File: config.mk
export PLATFORM = sky130hd
export DESIGN_NAME = dci_candidate_tree_prune
export DESIGN_NICKNAME = d
export VERILOG_FILES = /design/src/dctp_pkg.sv /design/src/dctp_ram.sv /design/src/dctp_ctrl.sv /design/src/dctp_datapath.sv /design/src/dci_candidate_tree_prune.sv
export SDC_FILE = /design/constraint.sdc
export NUM_CORES = 2
export LEC_CHECK = 0
export ABC_CLOCK_PERIOD_IN_PS = 10100
export BUFFER_PORTS_ARGS = -buffer_cell sky130_fd_sc_hd__buf_2
export CAP_MARGIN = 20
export CORE_ASPECT_RATIO = 1.2
export CORE_MARGIN = 2
export CORE_UTILIZATION = 42
export CTS_CLUSTER_DIAMETER = 50
export DETAILED_ROUTE_END_ITERATION = 12
export GPL_TIMING_DRIVEN = 0
export PLACE_DENSITY = 0.64
export SLEW_MARGIN = 25
export SYNTH_ARGS = -nofsm -noshare
export SYNTH_HDL_FRONTEND = slang
export SYNTH_SLANG_ARGS = --single-unit
File: constraint.sdc
create_clock -name i_clk -period 10.1 [get_ports i_clk]
set_input_delay 1.515 -clock i_clk [delete_from_list [all_inputs] [get_ports i_clk]]
set_output_delay 1.515 -clock i_clk [all_outputs]
set_load 0.1 [all_outputs]
File: src/dctp_pkg.sv
`timescale 1ns / 1ps
// shared constants, command codes, control structs and tree helpers for the prune block
package dctp_pkg;

    localparam int NODES     = 15;
    localparam int LAYERS    = 4;
    localparam int PAIRS     = 3;
    localparam int LAST_NODE = 14;
    localparam int DEF_SLOTS = 8;

    localparam int CMD_W   = 2;
    localparam int NODE_W  = 4;
    localparam int SLOT_W  = 3;
    localparam int IDENT_W = 16;
    localparam int LAYER_W = 2;

    localparam logic [CMD_W-1:0] CMD_RESET = 2'd0;
    localparam logic [CMD_W-1:0] CMD_LOAD  = 2'd1;
    localparam logic [CMD_W-1:0] CMD_PRUNE = 2'd2;

    // controller to datapath
    typedef struct packed {
        logic capture;
        logic exec;
        logic walk;
        logic finish;
    } t_ctl_cmd;

    // datapath to controller
    typedef struct packed {
        logic prune_go;
        logic walk_last;
        logic out_free;
    } t_ctl_sts;

    function automatic logic [LAYER_W-1:0] layer_of(input logic [NODE_W-1:0] n);
        logic [NODE_W:0] p;
        logic [LAYER_W-1:0] l;
        p = {1'b0, n} + (NODE_W+1)'(1);
        priority if (p >= (NODE_W+1)'(8)) l = 2'd3;
        else if (p >= (NODE_W+1)'(4))     l = 2'd2;
        else if (p >= (NODE_W+1)'(2))     l = 2'd1;
        else                              l = 2'd0;
        return l;
    endfunction

    // subtree of m plus every ancestor of m
    function automatic logic [NODES-1:0] clear_mask(input logic [NODE_W-1:0] m);
        logic [NODES-1:0] mask;
        logic [NODE_W:0] mp;
        logic [NODE_W:0] ip;
        mask = '0;
        mp = {1'b0, m} + (NODE_W+1)'(1);
        for (int i = 0; i < NODES; i++) begin
            ip = (NODE_W+1)'(i + 1);
            for (int k = 0; k < LAYERS; k++) begin
                if ((ip >> k) == mp || (mp >> k) == ip) begin
                    mask[i] = 1'b1;
                end
            end
        end
        return mask;
    endfunction

endpackage

File: src/dctp_ram.sv
`timescale 1ns / 1ps
// generic ram, one write port and two registered read ports
module dctp_ram #(
    parameter int WIDTH  = 16,
    parameter int DEPTH  = 128,
    parameter int ADDR_W = $clog2(DEPTH)
) (
    input  logic              i_clk,
    input  logic              i_we,
    input  logic [ADDR_W-1:0] i_waddr,
    input  logic [WIDTH-1:0]  i_wdata,
    input  logic [ADDR_W-1:0] i_raddr_a,
    input  logic [ADDR_W-1:0] i_raddr_b,
    output logic [WIDTH-1:0]  o_rdata_a,
    output logic [WIDTH-1:0]  o_rdata_b
);

    logic [WIDTH-1:0] r_mem [DEPTH];
    logic [WIDTH-1:0] r_rdata_a;
    logic [WIDTH-1:0] r_rdata_b;

    always_ff @(posedge i_clk) begin
        if (i_we) begin
            r_mem[i_waddr] <= i_wdata;
        end
        r_rdata_a <= r_mem[i_raddr_a];
        r_rdata_b <= r_mem[i_raddr_b];
    end

    assign o_rdata_a = r_rdata_a;
    assign o_rdata_b = r_rdata_b;

endmodule

File: src/dctp_ctrl.sv
`timescale 1ns / 1ps
// command sequencer for reset, load and prune
module dctp_ctrl (
    input  logic               i_clk,
    input  logic               i_rst_n,
    input  logic               i_valid,
    output logic               o_ready,
    input  dctp_pkg::t_ctl_sts i_sts,
    output dctp_pkg::t_ctl_cmd o_cmd
);

    localparam logic [2:0] S_IDLE  = 3'd0;
    localparam logic [2:0] S_EXEC  = 3'd1;
    localparam logic [2:0] S_WALK  = 3'd2;
    localparam logic [2:0] S_DRAIN = 3'd3;
    localparam logic [2:0] S_FIN   = 3'd4;

    logic [2:0] r_state;
    logic [2:0] n_state;

    always_comb begin
        n_state = r_state;
        unique case (r_state)
            S_IDLE:  if (i_valid) n_state = S_EXEC;
            S_EXEC:  n_state = i_sts.prune_go ? S_WALK : S_FIN;
            S_WALK:  if (i_sts.walk_last) n_state = S_DRAIN;
            S_DRAIN: n_state = S_FIN;
            S_FIN:   if (i_sts.out_free) n_state = S_IDLE;
            default: n_state = S_IDLE;
        endcase
    end

    always_ff @(posedge i_clk) begin
        if (!i_rst_n) begin
            r_state <= S_IDLE;
        end else begin
            r_state <= n_state;
        end
    end

    assign o_ready        = (r_state == S_IDLE);
    assign o_cmd.capture  = (r_state == S_IDLE) && i_valid;
    assign o_cmd.exec     = (r_state == S_EXEC);
    assign o_cmd.walk     = (r_state == S_WALK);
    assign o_cmd.finish   = (r_state == S_FIN) && i_sts.out_free;

    // the walk always ends before the result is built
    assert property (@(posedge i_clk) disable iff (!i_rst_n)
        (r_state == S_WALK) && i_sts.walk_last |=> (r_state == S_DRAIN) ##1 (r_state == S_FIN))
        else $error("walk did not drain into finish");
    assert property (@(posedge i_clk) disable iff (!i_rst_n)
        o_cmd.capture |=> o_cmd.exec)
        else $error("captured command not executed");
    assert property (@(posedge i_clk) disable iff (!i_rst_n)
        (r_state == S_EXEC) && !i_sts.prune_go |=> (r_state == S_FIN))
        else $error("non-prune command entered the walk");

endmodule

File: src/dctp_datapath.sv
`timescale 1ns / 1ps
// identifier store, slot compare walk, cleared flags and output register
module dctp_datapath #(
    parameter int SLOTS = dctp_pkg::DEF_SLOTS
) (
    input  logic                          i_clk,
    input  logic                          i_rst_n,
    input  dctp_pkg::t_ctl_cmd            i_cmd,
    output dctp_pkg::t_ctl_sts            o_sts,
    input  logic [dctp_pkg::CMD_W-1:0]    i_cmd_code,
    input  logic [dctp_pkg::NODE_W-1:0]   i_node,
    input  logic [dctp_pkg::SLOT_W-1:0]   i_slot,
    input  logic [dctp_pkg::IDENT_W-1:0]  i_ident,
    input  logic                          i_out_ready,
    output logic                          o_out_valid,
    output logic                          o_matched,
    output logic [dctp_pkg::NODE_W-1:0]   o_match_node,
    output logic [dctp_pkg::SLOT_W-1:0]   o_match_slot,
    output logic [dctp_pkg::IDENT_W-1:0]  o_match_ident,
    output logic [dctp_pkg::LAYER_W-1:0]  o_match_layer,
    output logic [dctp_pkg::NODES-1:0]    o_cleared_mask
);

    localparam int SW     = (SLOTS > 1) ? $clog2(SLOTS) : 1;
    localparam int DEPTH  = dctp_pkg::NODES << SW;
    localparam int ADDR_W = dctp_pkg::NODE_W + SW;

    // captured command
    logic [dctp_pkg::CMD_W-1:0]   r_cmd;
    logic [dctp_pkg::NODE_W-1:0]  r_node;
    logic [dctp_pkg::SLOT_W-1:0]  r_slot;
    logic [dctp_pkg::IDENT_W-1:0] r_ident;

    // walk
    logic [dctp_pkg::NODE_W-1:0]  r_child;
    logic [SW-1:0]                r_scnt;
    logic [dctp_pkg::NODE_W-1:0]  w_parent;
    logic                         w_slot_last;
    logic                         r_rd_vld;
    logic [dctp_pkg::NODE_W-1:0]  r_tag_p;
    logic [SW-1:0]                r_tag_s;
    logic                         r_va;
    logic                         r_vb;

    // store
    logic [DEPTH-1:0]             r_valid;
    logic                         w_we;
    logic [ADDR_W-1:0]            w_waddr;
    logic [ADDR_W-1:0]            w_raddr_a;
    logic [ADDR_W-1:0]            w_raddr_b;
    logic [dctp_pkg::IDENT_W-1:0] w_rdata_a;
    logic [dctp_pkg::IDENT_W-1:0] w_rdata_b;
    logic [dctp_pkg::IDENT_W-1:0] w_id_a;
    logic [dctp_pkg::IDENT_W-1:0] w_id_b;
    logic                         w_hit;

    // running best match
    logic                         r_matched;
    logic [dctp_pkg::NODE_W-1:0]  r_mnode;
    logic [SW-1:0]                r_mslot;
    logic [dctp_pkg::IDENT_W-1:0] r_mident;

    logic [dctp_pkg::NODES-1:0]   r_flags;
    logic [dctp_pkg::NODES-1:0]   n_flags;

    // output register
    logic                          r_o_valid;
    logic                          r_o_matched;
    logic [dctp_pkg::NODE_W-1:0]   r_o_node;
    logic [dctp_pkg::SLOT_W-1:0]   r_o_slot;
    logic [dctp_pkg::IDENT_W-1:0]  r_o_ident;
    logic [dctp_pkg::LAYER_W-1:0]  r_o_layer;
    logic [dctp_pkg::NODES-1:0]    r_o_mask;

    logic w_node_ok;
    logic w_slot_ok;

    assign w_node_ok = (r_node <= dctp_pkg::NODE_W'(dctp_pkg::LAST_NODE));
    assign w_slot_ok = ({3'b000, r_slot} < 6'(SLOTS));

    assign w_we    = i_cmd.exec && (r_cmd == dctp_pkg::CMD_LOAD) && w_node_ok && w_slot_ok;
    assign w_waddr = {r_node, SW'(r_slot)};

    assign w_parent    = (r_child - dctp_pkg::NODE_W'(1)) >> 1;
    assign w_slot_last = (r_scnt == SW'(SLOTS - 1));
    assign w_raddr_a   = {r_child, r_scnt};
    assign w_raddr_b   = {w_parent, r_scnt};

    dctp_ram #(
        .WIDTH (dctp_pkg::IDENT_W),
        .DEPTH (DEPTH),
        .ADDR_W(ADDR_W)
    ) u_store (
        .i_clk    (i_clk),
        .i_we     (w_we),
        .i_waddr  (w_waddr),
        .i_wdata  (r_ident),
        .i_raddr_a(w_raddr_a),
        .i_raddr_b(w_raddr_b),
        .o_rdata_a(w_rdata_a),
        .o_rdata_b(w_rdata_b)
    );

    // entries never written since the last reset read as empty
    assign w_id_a = r_va ? w_rdata_a : '0;
    assign w_id_b = r_vb ? w_rdata_b : '0;
    assign w_hit  = r_rd_vld && (w_id_a != '0) && (w_id_a == w_id_b);

    assign o_sts.prune_go  = (r_cmd == dctp_pkg::CMD_PRUNE) && w_node_ok &&
                             (r_node != '0);
    assign o_sts.walk_last = w_slot_last && (w_parent == '0);
    assign o_sts.out_free  = !r_o_valid || i_out_ready;

    assign n_flags = r_flags | (r_matched ? dctp_pkg::clear_mask(r_mnode) : '0);

    always_ff @(posedge i_clk) begin
        if (i_cmd.capture) begin
            r_cmd   <= i_cmd_code;
            r_node  <= i_node;
            r_slot  <= i_slot;
            r_ident <= i_ident;
        end
        if (i_cmd.exec) begin
            r_child <= r_node;
            r_scnt  <= '0;
        end else if (i_cmd.walk) begin
            if (w_slot_last) begin
                r_scnt  <= '0;
                r_child <= w_parent;
            end else begin
                r_scnt <= r_scnt + SW'(1);
            end
        end
        r_tag_p <= w_parent;
        r_tag_s <= r_scnt;
        r_va    <= r_valid[w_raddr_a];
        r_vb    <= r_valid[w_raddr_b];
        if (i_cmd.capture) begin
            r_mnode  <= '0;
            r_mslot  <= '0;
            r_mident <= '0;
        end else if (w_hit) begin
            // later hits are nearer the root or a higher slot
            r_mnode  <= r_tag_p;
            r_mslot  <= r_tag_s;
            r_mident <= w_id_b;
        end
        if (i_cmd.finish) begin
            r_o_matched <= r_matched;
            r_o_node    <= r_mnode;
            r_o_slot    <= dctp_pkg::SLOT_W'(r_mslot);
            r_o_ident   <= r_mident;
            r_o_layer   <= dctp_pkg::layer_of(r_mnode);
            r_o_mask    <= n_flags;
        end
    end

    always_ff @(posedge i_clk) begin
        if (!i_rst_n) begin
            r_valid   <= '0;
            r_flags   <= '0;
            r_rd_vld  <= 1'b0;
            r_matched <= 1'b0;
            r_o_valid <= 1'b0;
        end else begin
            r_rd_vld <= i_cmd.walk;
            if (i_cmd.exec && (r_cmd == dctp_pkg::CMD_RESET)) begin
                r_valid <= '0;
                r_flags <= '0;
            end else begin
                if (w_we) begin
                    r_valid[w_waddr] <= 1'b1;
                end
                if (i_cmd.finish) begin
                    r_flags <= n_flags;
                end
            end
            if (i_cmd.capture) begin
                r_matched <= 1'b0;
            end else if (w_hit) begin
                r_matched <= 1'b1;
            end
            if (i_cmd.finish) begin
                r_o_valid <= 1'b1;
            end else if (i_out_ready) begin
                r_o_valid <= 1'b0;
            end
        end
    end

    assign o_out_valid    = r_o_valid;
    assign o_matched      = r_o_matched;
    assign o_match_node   = r_o_node;
    assign o_match_slot   = r_o_slot;
    assign o_match_ident  = r_o_ident;
    assign o_match_layer  = r_o_layer;
    assign o_cleared_mask = r_o_mask;

    assert property (@(posedge i_clk) disable iff (!i_rst_n)
        r_o_valid && !r_o_matched |-> (r_o_node == '0) && (r_o_slot == '0) &&
        (r_o_ident == '0) && (r_o_layer == '0))
        else $error("match fields set without a match");
    assert property (@(posedge i_clk) disable iff (!i_rst_n)
        r_o_valid && r_o_matched |-> r_o_mask[r_o_node] && r_o_mask[0] && (r_o_ident != '0))
        else $error("matched node or root not marked cleared");
    assert property (@(posedge i_clk) disable iff (!i_rst_n)
        !(i_cmd.exec && (r_cmd == dctp_pkg::CMD_RESET)) |=>
        ((r_flags & $past(r_flags)) == $past(r_flags)))
        else $error("cleared flag dropped without a reset command");

endmodule

File: src/dci_candidate_tree_prune.sv
`timescale 1ns / 1ps
// Commands: one at a time; reset, load, the unused command and a prune with no walk
// (root or spare node index) go straight to the result, a prune from layer L >= 1 walks
// every slot of each pair up to the root first, reading one slot pair per cycle from the
// dual-read identifier ram.
// Reset: synchronous active-low i_rst_n empties every slot (valid bits) and cleared flag,
// and drops a pending result on m_axis_tvalid.
module dci_candidate_tree_prune #(
    parameter int SLOTS = dctp_pkg::DEF_SLOTS
) (
    input  logic        i_clk,
    input  logic        i_rst_n,
    input  logic        s_axis_tvalid,
    output logic        s_axis_tready,
    input  logic [31:0] s_axis_tdata,  // cmd[1:0], node[5:2], slot[8:6], ident[24:9], zero
    output logic        m_axis_tvalid,
    input  logic        m_axis_tready,
    output logic [47:0] m_axis_tdata   // matched[0], match_node[4:1], match_slot[7:5],
                                       // match_ident[23:8], match_layer[25:24],
                                       // cleared_mask[40:26], zero
);

    dctp_pkg::t_ctl_cmd w_cmd;
    dctp_pkg::t_ctl_sts w_sts;

    logic                          w_matched;
    logic [dctp_pkg::NODE_W-1:0]   w_match_node;
    logic [dctp_pkg::SLOT_W-1:0]   w_match_slot;
    logic [dctp_pkg::IDENT_W-1:0]  w_match_ident;
    logic [dctp_pkg::LAYER_W-1:0]  w_match_layer;
    logic [dctp_pkg::NODES-1:0]    w_cleared_mask;

    dctp_ctrl u_ctrl (
        .i_clk  (i_clk),
        .i_rst_n(i_rst_n),
        .i_valid(s_axis_tvalid),
        .o_ready(s_axis_tready),
        .i_sts  (w_sts),
        .o_cmd  (w_cmd)
    );

    dctp_datapath #(
        .SLOTS(SLOTS)
    ) u_datapath (
        .i_clk         (i_clk),
        .i_rst_n       (i_rst_n),
        .i_cmd         (w_cmd),
        .o_sts         (w_sts),
        .i_cmd_code    (s_axis_tdata[1:0]),
        .i_node        (s_axis_tdata[5:2]),
        .i_slot        (s_axis_tdata[8:6]),
        .i_ident       (s_axis_tdata[24:9]),
        .i_out_ready   (m_axis_tready),
        .o_out_valid   (m_axis_tvalid),
        .o_matched     (w_matched),
        .o_match_node  (w_match_node),
        .o_match_slot  (w_match_slot),
        .o_match_ident (w_match_ident),
        .o_match_layer (w_match_layer),
        .o_cleared_mask(w_cleared_mask)
    );

    assign m_axis_tdata = {7'd0, w_cleared_mask, w_match_layer, w_match_ident,
                           w_match_slot, w_match_node, w_matched};

endmodule

# ---- Word-level counts from Yosys, hierarchy flattened
# Memory sizes are Yosys's and may differ from the RTL's. A register that Yosys moved wholly into a read port is not among the register bits.
# Index checks and enable logic that the tools add are counted.
dict set report op_classes {
  addsub 3
  multipliers 0
  div_mod_pow 0
  n_lt_le_gt_ge 8
  n_eq_ne 66
  shift 0
  muxes 84
  bitwise 3
  reduce_logical 67
}
# operator n
set ops {}
lappend ops {{bitwise OR 120 bit} 1}
lappend ops {{2-to-1 mux 1 bit} 69}
lappend ops {{logical OR 1 bit} 41}
lappend ops {{== test 4 x 5 -> 1 bit, first input constant} 8}
lappend ops {{== test 5 x 4 -> 1 bit, second input constant} 8}
lappend ops {{== test 4 bit, second input constant} 8}
lappend ops {{2-to-1 mux 16 bit} 2}
lappend ops {{== test 3 x 5 -> 1 bit, first input constant} 4}
lappend ops {{== test 5 x 3 -> 1 bit, second input constant} 4}
lappend ops {{== test 3 bit, second input constant} 6}
lappend ops {{== test 16 bit} 1}
lappend ops {{== test 4 x 3 -> 1 bit, second input constant} 4}
lappend ops {{less-than comparator 7 x 8 -> 1 bit, second input constant} 2}
lappend ops {{nonzero test 16 bit} 1}
lappend ops {{2-to-1 mux 15 bit} 1}
lappend ops {{2-to-1 mux 3 bit} 5}
lappend ops {{bitwise OR 15 bit} 1}
lappend ops {{one-hot mux 3 bit (5 select lines)} 1}
lappend ops {{== test 3 x 2 -> 1 bit, second input constant} 4}
lappend ops {{2-to-1 mux 4 bit} 3}
lappend ops {{logical AND 1 bit} 11}
lappend ops {{== test 2 x 5 -> 1 bit, first input constant} 2}
lappend ops {{== test 5 x 2 -> 1 bit, second input constant} 2}
lappend ops {{== test 4 x 2 -> 1 bit, second input constant} 2}
lappend ops {{other kinds (31)} 40}
dict set report totals {
  register_bits 243
  latchBits 0
  ram_bits 1920
  romBits 0
  in_bits 36
  memories 1
}
# name depth word_bits rd rd_ports_with_merged_regs write_ports line
set mem_list {}
lappend mem_list {u_datapath.u_store.r_mem 120 16 2 2 1 dctp_ram.sv:18} ;# logic [WIDTH-1:0] r_mem [DEPTH];

# ---- Logic depth before layout (Yosys ltp)
dict set report logic_depth {
  word_depth 9
  mapped_depth 14
}

# ---- Hierarchy
# Synthesis repeated with hierarchy kept, for this count alone.
dict set report unflattened {
  cells_unflattened 5754
  area_unflattened_um2 100401.3
}
# module n_inst cells_each area_per_inst_um2 seq_area_each_um2
set modules_own_cells {}
lappend modules_own_cells {dctp_ram 1 4796 90478.0 58295.9}
lappend modules_own_cells {dctp_datapath 1 929 9681.8 5495.3}
lappend modules_own_cells {dctp_ctrl 1 20 177.7 60.1}
lappend modules_own_cells {dci_candidate_tree_prune 1 9 63.8 0.0}

# ---- Worst setup path before layout
# Ideal clock, no wire load.
dict set report synth_path {
  path_type {register to register}
  startpoint {reg u_ctrl.r_state[0]}
  endpoint {reg u_datapath.r_cmd[0] (netlist bit), enable pin}
  setup_time_ps 399
  arrival_time_ps 3993
  required_ps 9701
  path_slack_ps 5708
  stages_incl_launch_ff 6
  cell_sequence {dfxtp_1 -> clkbuf_1 -> nor3_1 -> and2_1 -> clkbuf_1 -> clkbuf_1}
}
# element line
set synth_lines {}
lappend synth_lines {{from (decl)} dctp_ctrl.sv:18} ;# logic [2:0] r_state;
lappend synth_lines {{from (signal assigned)} dctp_ctrl.sv:37} ;# r_state <= n_state;
lappend synth_lines {{to (signal assigned)} dctp_datapath.sv:118} ;# r_cmd <= i_cmd_code;
lappend synth_lines {{to (decl)} dctp_datapath.sv:29} ;# logic [dctp_pkg::CMD_W-1:0] r_cmd;

# ---- Final worst setup path
dict set report layout_path {
  startpoint {reg u_datapath.r_child[1] (netlist bit)}
  endpoint {reg u_datapath.u_store.r_rdata_b[11] (netlist: u_datapath.u_store.o_rdata_b[11]), read port of u_datapath.u_store.r_mem}
}
dict set report layout_between {
  elab_chain_len 1
}
# element line
set layout_rtl {}
lappend layout_rtl {{from (decl)} dctp_datapath.sv:35} ;# logic [dctp_pkg::NODE_W-1:0] r_child;
lappend layout_rtl {{from (signal assigned)} dctp_datapath.sv:124} ;# r_child <= r_node;
lappend layout_rtl {{from (signal assigned)} dctp_datapath.sv:129} ;# r_child <= w_parent;
lappend layout_rtl {{subtractor 4 x 1 -> 4 bit} dctp_datapath.sv:84} ;# assign w_parent = (r_child - dctp_pkg::NODE_W'(1)) >> 1;
lappend layout_rtl {{to (decl)} dctp_ram.sv:20} ;# logic [WIDTH-1:0] r_rdata_b;
# No other way between the ends.
# A chain may end at the register's enable or synchronous reset.

==> flow_summary.yaml <==
detailed_routing:
  first_pass_iters: 6
  vias_per_cell: 6.60
  antenna_left: 0
  drt_iter0_markers: 8239
  vias: 51300
  post_drt_wl_per_cell_um: 43.8
  wl_um: 340000
  drc: 0
sta:
  timing.final.ws_setup_ns: 2.84
  finalSetupTns_ns: 0
  report.final.slew_viol_count: 0
  post-route-period-util_pct: 71.9
  skew_ns: 0.0568
  tightest_slew_ns: 1.23
  relSlewSlack_pct: 17.8
  final-setup-viol-count: 0
  hold_viol: 0
  max_freq_mhz: 138
  rsz0062_at_grt: "no"
  period_needed_ns: 7.26
clock_network:
  cts_root_buffer: "clkbuf_16"
  clkTransAtPathRegs_ns: 0.06
  clkLatencyLatePin_ns: 0.90
  cts_setup_buffers: 0
  cts_tree: "built"
  htreeDepth: 4
  cts_resized: 0
  clock-sinks: 2195
  clk_path_buf_depth: 3
  cts_buffers: 216
  ctsHoldBuffers: 0
final_layout:
  fillers: 16200
  drive_gt1_share_pct: 29.8
  final_nets: 4957
  design_area_um2: 102000
  area_growth_pct: 18.8
global_routing:
  grt_usage_pct: 32.5
  grt_pass1_wl_um: 445000
  grt_max_degree: 50
  gr-total-overflow: 0
  grt_pass1_vias: 48800
  antenna_found_initial: 34
worst_setup_path:
  path_cells: "buf_2, buf_2, inv_2, buf_2, clkbuf_2, ha_1, xnor2_1, buf_4, buf_2, clkbuf_1, a311oi_1, o21ai_0, o21ai_0"
  crit_path_end_kind: "flip-flop"
  cp_slowest_cell: "buf_2"
  cp_data_arrival_time_ns: 7.89
  cp_max_fo: 10
  path_common_cell: "buf_2"
  worst_ep_required_time_ns: 10.72
  critPathLaunchType: "flip-flop"
  slowest_delay_ns: 0.79
  r2r_slack_ns: 2.84
  path_class: "flip-flop to flip-flop"
floorplan:
  dieArea_um2: 208000
  start_util_pct: 42.3
  fp.dieH_um: 499
  num_io_pins: 86
  die_w_um: 416
  rows: 181
  core_um2: 203000
placed_design:
  postPlaceCellArea_um2: 94600
  gp_congestion: 1.07
  io_buffers: 70
  dp_hpwl_um: 239000
  post-place-ws_ns: 3.50
synthesis:
  synth.area.top_cells: "edfxtp_1, mux4_2, dfxtp_1"
  synth-main-ff-cell: "edfxtp_1"
  ys_seq_area_share_pct: 74.5
  synthesis.area_um2: 85800
  yosys.area.top_type: "edfxtp_1"
  yosysWarnings: 0
  netlist.area_leader.share_pct: 69.6
  synth_seq_cells: 2195
  synth_area_per_cell_um2: 19.5
  syn_inst: 4405
  synth.distinct_cells: 72
  async_flop_share_pct: 0
  synth_edf_count: 1989
min_path:
  min_path_type: "flip-flop to flip-flop"
flow_run:
  maxCapViolations: 0
power:
  p_per_area_nw_per_um2: 214
  ir_worst_vdd_v: 0.000173
  p_leak_nw: 32.3
  power.total_mw: 21.8
outcome:
  outcome: "complete, no violations"
[final cells by class]
cell class                      instances  area (um2)  area share (%)
Antenna cell                           13        32.5          0.0319
Buffer                                264        1450            1.42
Clock buffer                          278        5850            5.74
Clock inverter                        131        1330            1.31
Inverter                               26        97.6          0.0958
Multi-Input combinational cell       1927       21400            21.0
Sequential cell                      2195       63900            62.7
Tap cell                             2653        3320            3.26
Timing Repair Buffer                  282        4520            4.44
[kinds of logic (layout without fill, tap and decap cells)]
family	count (synthesis)	count (layout)	share of synthesized area (%)
AO/OA/AOI/OAI	606	606	4.87
XOR/XNOR	6	6	0.0613
adder cells (fa/ha/maj)	9	9	0.131
buffers and inverters	290	981	1.71
flip-flops	2195	2195	74.5
multiplexers	695	695	15.6
other	1	21	0.00437
AND/OR/NAND/NOR	603	603	3.18
[worst paths after layout]
check / start / end / cells after the start
max: u_datapath.r_child[1] / u_datapath.u_store.o_rdata_b[11] / 13
min: u_datapath.r_mident[12] / u_datapath.o_match_ident[12] / 0
max reg2reg: u_datapath.r_child[1] / u_datapath.u_store.o_rdata_b[11] / 13
min reg2reg: u_datapath.r_mident[12] / u_datapath.o_match_ident[12] / 0
[state kept, by name (all words and copies together) (netlist names), 15 cells and up]
name,count
u_datapath.r_valid,120
u_datapath.r_flags,15
u_datapath.u_store.o_rdata_b,16
u_datapath.u_store.r_mem,1920
u_datapath.u_store.o_rdata_a,16
u_datapath.r_ident,16
u_datapath.r_mident,16
u_datapath.o_match_ident,16
u_datapath.o_cleared_mask,15
[where the power goes]
group / total [mW] / internal (mW) / switching (mW)
sequential: 10.1 / 10.0 / 0.0900
combinational: 3.50 / 1.11 / 2.39
clock: 8.17 / 4.56 / 3.62
total: 21.8 / 15.7 / 6.10
[layer usage]
| layer | vias to the layer above | GRT usage [%] | wire [um] |
|---|---|---|---|
| li1 | 19200 | - | - |
| met1 | 27000 | 40.0 | 117000 |
| met2 | 4002 | 49.3 | 153000 |
| met3 | 1098 | 8.47 | 38000 |
| met4 | 22 | 24.6 | 32000 |
| met5 | - | 0 | 184 |
[cells in the mapped netlist, drive strengths merged, types with 13 or more instances]
library cell and count:
o22ai 49, o21a 125, dfxtp 206, nand4 28, nor2 219, o21ai 69, and2 13, a21oi 105
edfxtp 1989, nand2 187, o211ai 17, a221oi 24, clkbuf 97, a22oi 94, mux2 50, a211oi 19
nor2b 16, mux4 507, buf 167, inv 24, a31oi 18, nor3 29, mux2i 138, nand3 43
[critical path: cells and delay by family (launching register included)]
kind	cells	cell delay, ns
xor gates and xnor gates	1	0.26
buffers and inverters	8	4.43
adders and majority gates	1	0.30
DFF	1	0.54
AOI/OAI and AO/OA	3	1.35
[per-stage QoR]
stage / utilization, % / hold slack (ns) / instances
2_1_floorplan: - / 0.356 / 4412
3_3_place_gp: 44.1 / 0.418 / 7135
3_5_place_dp: 46.6 / 0.417 / 7347
4_1_cts: 50.2 / 0.432 / 7756
5_1_grt: 50.2 / 0.436 / 7757
6_report: 50.2 / 0.429 / 7769
[layout by cell type, fill, tap and decap left out, drive strengths merged, types with 16 or more instances in the layout]
| cell type | count |
|---|---|
| nand2 | 187 |
| nand3 | 43 |
| clkinv | 98 |
| a22oi | 94 |
| nor2 | 219 |
| dfxtp | 206 |
| a21oi | 105 |
| a31oi | 18 |
| mux2i | 138 |
| o21a | 125 |
| bufinv | 17 |
| inv | 35 |
| a221oi | 24 |
| nand4 | 28 |
| nor3 | 29 |
| nor2b | 16 |
| o211ai | 17 |
| edfxtp | 1989 |
| o21ai | 69 |
| mux2 | 50 |
| o22ai | 49 |
| buf | 449 |
| clkbuf | 375 |
| mux4 | 507 |
| a211oi | 19 |
(Power assumes the default switching activity.)
